===== src/sv/bvm_pkg.sv =====
// ----------------------------------------------------------------------------
// bvm_pkg
// Types and codes shared by the bytecode execute unit.
// ----------------------------------------------------------------------------
package bvm_pkg;

   localparam logic [4:0] OP_HALT   = 5'd0;
   localparam logic [4:0] OP_LDI    = 5'd1;
   localparam logic [4:0] OP_MOV    = 5'd2;
   localparam logic [4:0] OP_LDB    = 5'd3;
   localparam logic [4:0] OP_STB    = 5'd4;
   localparam logic [4:0] OP_XOR    = 5'd5;
   localparam logic [4:0] OP_AND    = 5'd6;
   localparam logic [4:0] OP_OR     = 5'd7;
   localparam logic [4:0] OP_ADD    = 5'd8;
   localparam logic [4:0] OP_SUB    = 5'd9;
   localparam logic [4:0] OP_NOT    = 5'd10;
   localparam logic [4:0] OP_SHL    = 5'd11;
   localparam logic [4:0] OP_SHR    = 5'd12;
   localparam logic [4:0] OP_PUSH   = 5'd13;
   localparam logic [4:0] OP_POP    = 5'd14;
   localparam logic [4:0] OP_JMP    = 5'd15;
   localparam logic [4:0] OP_JZ     = 5'd16;
   localparam logic [4:0] OP_JNZ    = 5'd17;
   localparam logic [4:0] OP_DECJNZ = 5'd18;
   localparam logic [4:0] OP_HWR    = 5'd19;
   localparam logic [4:0] OP_HRD    = 5'd20;
   localparam logic [4:0] OP_NOP    = 5'd31;

   localparam logic [12:0] DATA_SIZE_RESET = 13'd4096;
   localparam logic        REG_DATA_SIZE   = 1'b0;

   typedef struct packed {
      logic [4:0]  kind;
      logic [7:0]  reg_x;
      logic [7:0]  reg_y;
      logic [7:0]  reg_z;
      logic [31:0] immediate;
      logic [7:0]  shift_byte;
      logic [31:0] fall_through;
   } req_type;

   typedef struct packed {
      logic [31:0] next_location;
      logic        halted;
      logic        write_valid;
      logic [3:0]  written_reg;
      logic [31:0] written_value;
      logic [7:0]  read_byte;
   } rsp_type;

endpackage


===== src/sv/bvm_front.sv =====
// ----------------------------------------------------------------------------
// bvm_front
// Accept words, reduce register indices modulo NUM_REGS and queue them for the back end.
// ----------------------------------------------------------------------------
module bvm_front #(
   parameter int NUM_REGS = 16
) (
   input  logic             clock,
   input  logic             reset,
   input  logic             req_valid,
   output logic             req_ready,
   input  bvm_pkg::req_type req_data,
   output logic             q_valid,
   input  logic             q_pop,
   output bvm_pkg::req_type q_data
);
   bvm_pkg::req_type slot_ff [2];
   bvm_pkg::req_type norm;
   logic [1:0] cnt_ff, cnt_in;
   logic       wp_ff, rp_ff;
   logic       push;

   function automatic logic [7:0] midx(input logic [7:0] b);
      logic [15:0] r;
      r = {8'd0, b};
      if ((NUM_REGS & (NUM_REGS - 1)) == 0) begin
         r = r & 16'(NUM_REGS - 1);
      end else begin
         for (int s = 7; s >= 0; s--) begin
            if (r >= (16'(NUM_REGS) << s)) r = r - (16'(NUM_REGS) << s);
         end
      end
      return r[7:0];
   endfunction

   always_comb begin
      norm = req_data;
      norm.reg_x = midx(req_data.reg_x);
      norm.reg_y = midx(req_data.reg_y);
      norm.reg_z = midx(req_data.reg_z);
   end

   assign req_ready = (cnt_ff != 2'd2);
   assign push      = req_valid && req_ready;
   assign q_valid   = (cnt_ff != 2'd0);
   assign q_data    = slot_ff[rp_ff];
   assign cnt_in    = cnt_ff + {1'b0, push} - {1'b0, q_pop};

   always_ff @(posedge clock) begin
      if (reset) begin
         cnt_ff <= 2'd0;
         wp_ff  <= 1'b0;
         rp_ff  <= 1'b0;
      end else begin
         cnt_ff <= cnt_in;
         if (push) wp_ff <= ~wp_ff;
         if (q_pop) rp_ff <= ~rp_ff;
      end
      if (push) slot_ff[wp_ff] <= norm;
   end
endmodule


===== config.mk =====
export PLATFORM = sky130hd
export DESIGN_NAME = bvm_front
export DESIGN_NICKNAME = d
export VERILOG_FILES = /design/src/sv/bvm_pkg.sv /design/src/sv/bvm_front.sv
export SDC_FILE = /design/constraint.sdc
export NUM_CORES = 1
export LEC_CHECK = 0
export ABC_AREA = 1
export BUFFER_PORTS_ARGS = -buffer_cell sky130_fd_sc_hd__buf_2
export CAP_MARGIN = 30
export CORE_ASPECT_RATIO = 0.8
export CORE_MARGIN = 4
export CORE_UTILIZATION = 33
export DETAILED_ROUTE_END_ITERATION = 10
export PLACE_DENSITY_LB_ADDON = 0.25
export RECOVER_POWER = 100
export REMOVE_ABC_BUFFERS = 1
export SLEW_MARGIN = 20
export SYNTH_ARGS = -nofsm -noshare
export SYNTH_HDL_FRONTEND = slang
export SYNTH_SLANG_ARGS = --single-unit

===== constraint.sdc =====
create_clock -name clock -period 6.51 [get_ports clock]
set_input_delay 0.651 -clock clock [delete_from_list [all_inputs] [get_ports clock]]
set_output_delay 0.651 -clock clock [all_outputs]
set_load 0.02 [all_outputs]

==> results.md <==
* Outcome: complete, but fails checks
* Failing checks: capacitance limit, slew limit
* Fin nets at just over 600
* Die ar. at 0.02288 mm2
* Buf/Inv on CP at 2
* Simple logic cell fraction of the synthesized area at less than 1%
* Diode count at 0
* Synthesized cell area at approximately 0.0068 mm2
* Hold Fails Final Rpt at 0
* Synth async-reset ratio at 0%
* Vias at 3481
* Setup repair bufs after CTS at 0
* Fin Clk Skew at between 0.009 and 0.01 ns
* Rel. slew slack at -102.8%
* Initial antenna violation count at 1
* Crit-path most repeated cell: nand2_1
* PortBufs at roughly 180
* Vias in the first global route at between 3k and 4k
* RSZ-0062 raised after global routing: no
* Final Setup Violations at 0
* Area growth from synthesis to layout at 21.79%
* CTS tree: yes
* CTS Sinks at approximately 180
* Pin count of the biggest net entering global routing at between 50 and 60
* Share of layout cells above drive strength 1 at a little under a third
* Clock Latency Late Sink at between 0.4 and 0.5 ns
* Sequential fraction of the synthesis area at 80.44%
* Post-DR vias/cell at about 4.4
* Crit start category: flop
* Max incr delay on CP at between 2 and 2.5 ns
* PostCTS Resize Cnt at 0
* H-tree lvl count at 4
* Worst hold-check path type: in2reg
* Starting Density at ~34%
* Top FF cell, synth: edfxtp_1
* Most frequent cell after synthesis: edfxtp_1
* Required time of the critical path at approximately 6.5 ns
* Die extent in x at around 170 um
* Synth warnings at 0
* Flops & latches, synth at around 180
* Clock Tree Root: clkbuf_16
* Dpl hpwl at 8814 um
* Fill count at approximately 1.9k
* CTS Buf Count at 17
* Crit path max-delay family: buffers and inverters
* Crit-path max FO at between 50 and 60
* Worst-margin pin slew at approximately 3.0 ns
* Power, Total at between 2000 and 3000 uW
* Core Util, Final at between 40% and 50%
* DR pass1 iterations at 4
* Post-synth EDFFs at ~180
* Syn Inst Count at 321
* Period minus WS final at roughly 4.4 ns
* Top cell type's share of synthesized area at 78.96%
* Post-synthesis adder-cell area fraction at less than 1%
* Total GRT Usage at approximately 11%
* Final Non-Filler Cells at approximately 800
* Post-synthesis mux area share at between 10% and 20%
* Crit. End Element: flop
* # hold bufs at CTS at 0
* P_leak at between 0.002 and 0.003 uW
* Critical path arrival at about 4.4 ns
* Largest family of logic cells by synthesized area: multiplexers
* Crit path cell chain: inv_1 -> nand2_1 -> nand2_1 -> nor2_1 -> clkbuf_1
* Num ports at ~210
* Leading area contributor after synthesis: edfxtp_1
* F_max at 228.1 MHz
* Synth unique cells at 16
* Max VDD drop at about 0.00019 V
* CTS Buffer Depth at 2
* Max-slew violations at approximately 150
* Placed cell count at about 760
* Max-cap violations at 4
* GR Overflow Total at 0
* Power Density at roughly 330 mW/mm2
* Total Wirelength at 12950 um
* Slowest CP cell: clkbuf_1
* Setup_tns at 0 ns
* WS Path Type: reg2reg
* DRC viols at 0
* Row Count at 46
* Post-DR wirelength/cell at 16.35 um
* Global-route wire length before repair at about 20000 um
* Drt first-iter violations at roughly 200
* Syn_area_per_cell at ~21 um2
* Die Ht at about 140 um
* Largest cells by area after synthesis: edfxtp_1 79%, mux2_2 13%, mux2_4 2.2%
* Core box area at between 0.015 and 0.02 mm2
* Post-DRT Antenna Nets at 0
* RePlAce Congestion at 0.7698
* Clock-pin slew on the worst setup and hold paths at 0.07 ns
* Post-synthesis xor/xnor area fraction at less than 1%
* Compound-Gate Fraction of Synth Area at less than 1%
* Post-synth top cells: 178 x edfxtp_1, 79 x mux2_2, 12 x buf_4
* Final Cycle Share at between 60 and 70%
## report_power, final
group / internal [uW] / switching [uW]
clock network: 482 / 413
registers: 1410 / 29.5
logic: 125 / 250
total: 2020 / 692
## routing by layer
metal  vias to the layer above  share of wire, %  GRT usage [%]
li1                       1611                 -              -
met1                      1721                42          13.44
met2                       137                48          18.22
met3                        10               9.5          5.320
met4                         2              0.95          3.650
met5                         -              0.10              0
## cell type report
class	instances	area, um2	area share (%)
Clock buffer	18	429.2	5.206
Clock inverter	12	80.08	0.9713
Inverter	6	22.52	0.2732
Multi-Input combinational cell	121	1154	13.99
Sequential cell	183	5445	66.05
Tap cell	264	330.3	4.007
Timing Repair Buffer	188	783.3	9.501
## cell families (layout without fill, tap and decap cells)
logic type	count (synthesis)	after routing
AOI/OAI and AO/OA	2	2
xor gates and xnor gates	2	2
adders and majority gates	1	1
buffers and inverters	28	224
DFF	183	183
muxes	89	89
other	1	12
and+or+nand+nor	15	15
## path summary, 6_finish.rpt
kind / from / endpoint / slack, ns / cells after the start
min reg2reg: rp_ff / rp_ff / 0.52 / 2
min: req_data[20] / slot_ff[0][20] / 0.41 / 1
max: cnt_ff[0] / slot_ff[0][22] / 2.13 / 5
max reg2reg: cnt_ff[0] / slot_ff[0][22] / 2.13 / 5
## flip-flops by register name, indices dropped and copies added (netlist names), named ones only
register / flops
cnt_ff: 2
rp_ff: 1
wp_ff: 1
slot_ff: 178
## through the flow
step | hold WS (ns) | area, um2 | setup slack, ns
global placement | 0.4982 | 7946 | 3.453
floorplan | 0.4799 | 6651 | 1.444
finish | 0.4120 | 8244 | 2.126
CTS | 0.3845 | 8476 | 3.310
detailed placement | 0.4992 | 7966 | 3.579
global route | 0.3902 | 8244 | 1.702
## cells in the final DEF, fill, tap and decap left out, types with 5 or more instances in the layout
cell type  count
inv_1          6
nor2_1         5
mux2_2        78
clkbuf_1     131
clkbuf_16     17
conb_1        12
buf_2         56
edfxtp_1     178
mux2_1         9
nand2_1        8
dfxtp_1        5
No activity file was read; power rests on OpenSTA's default activity.
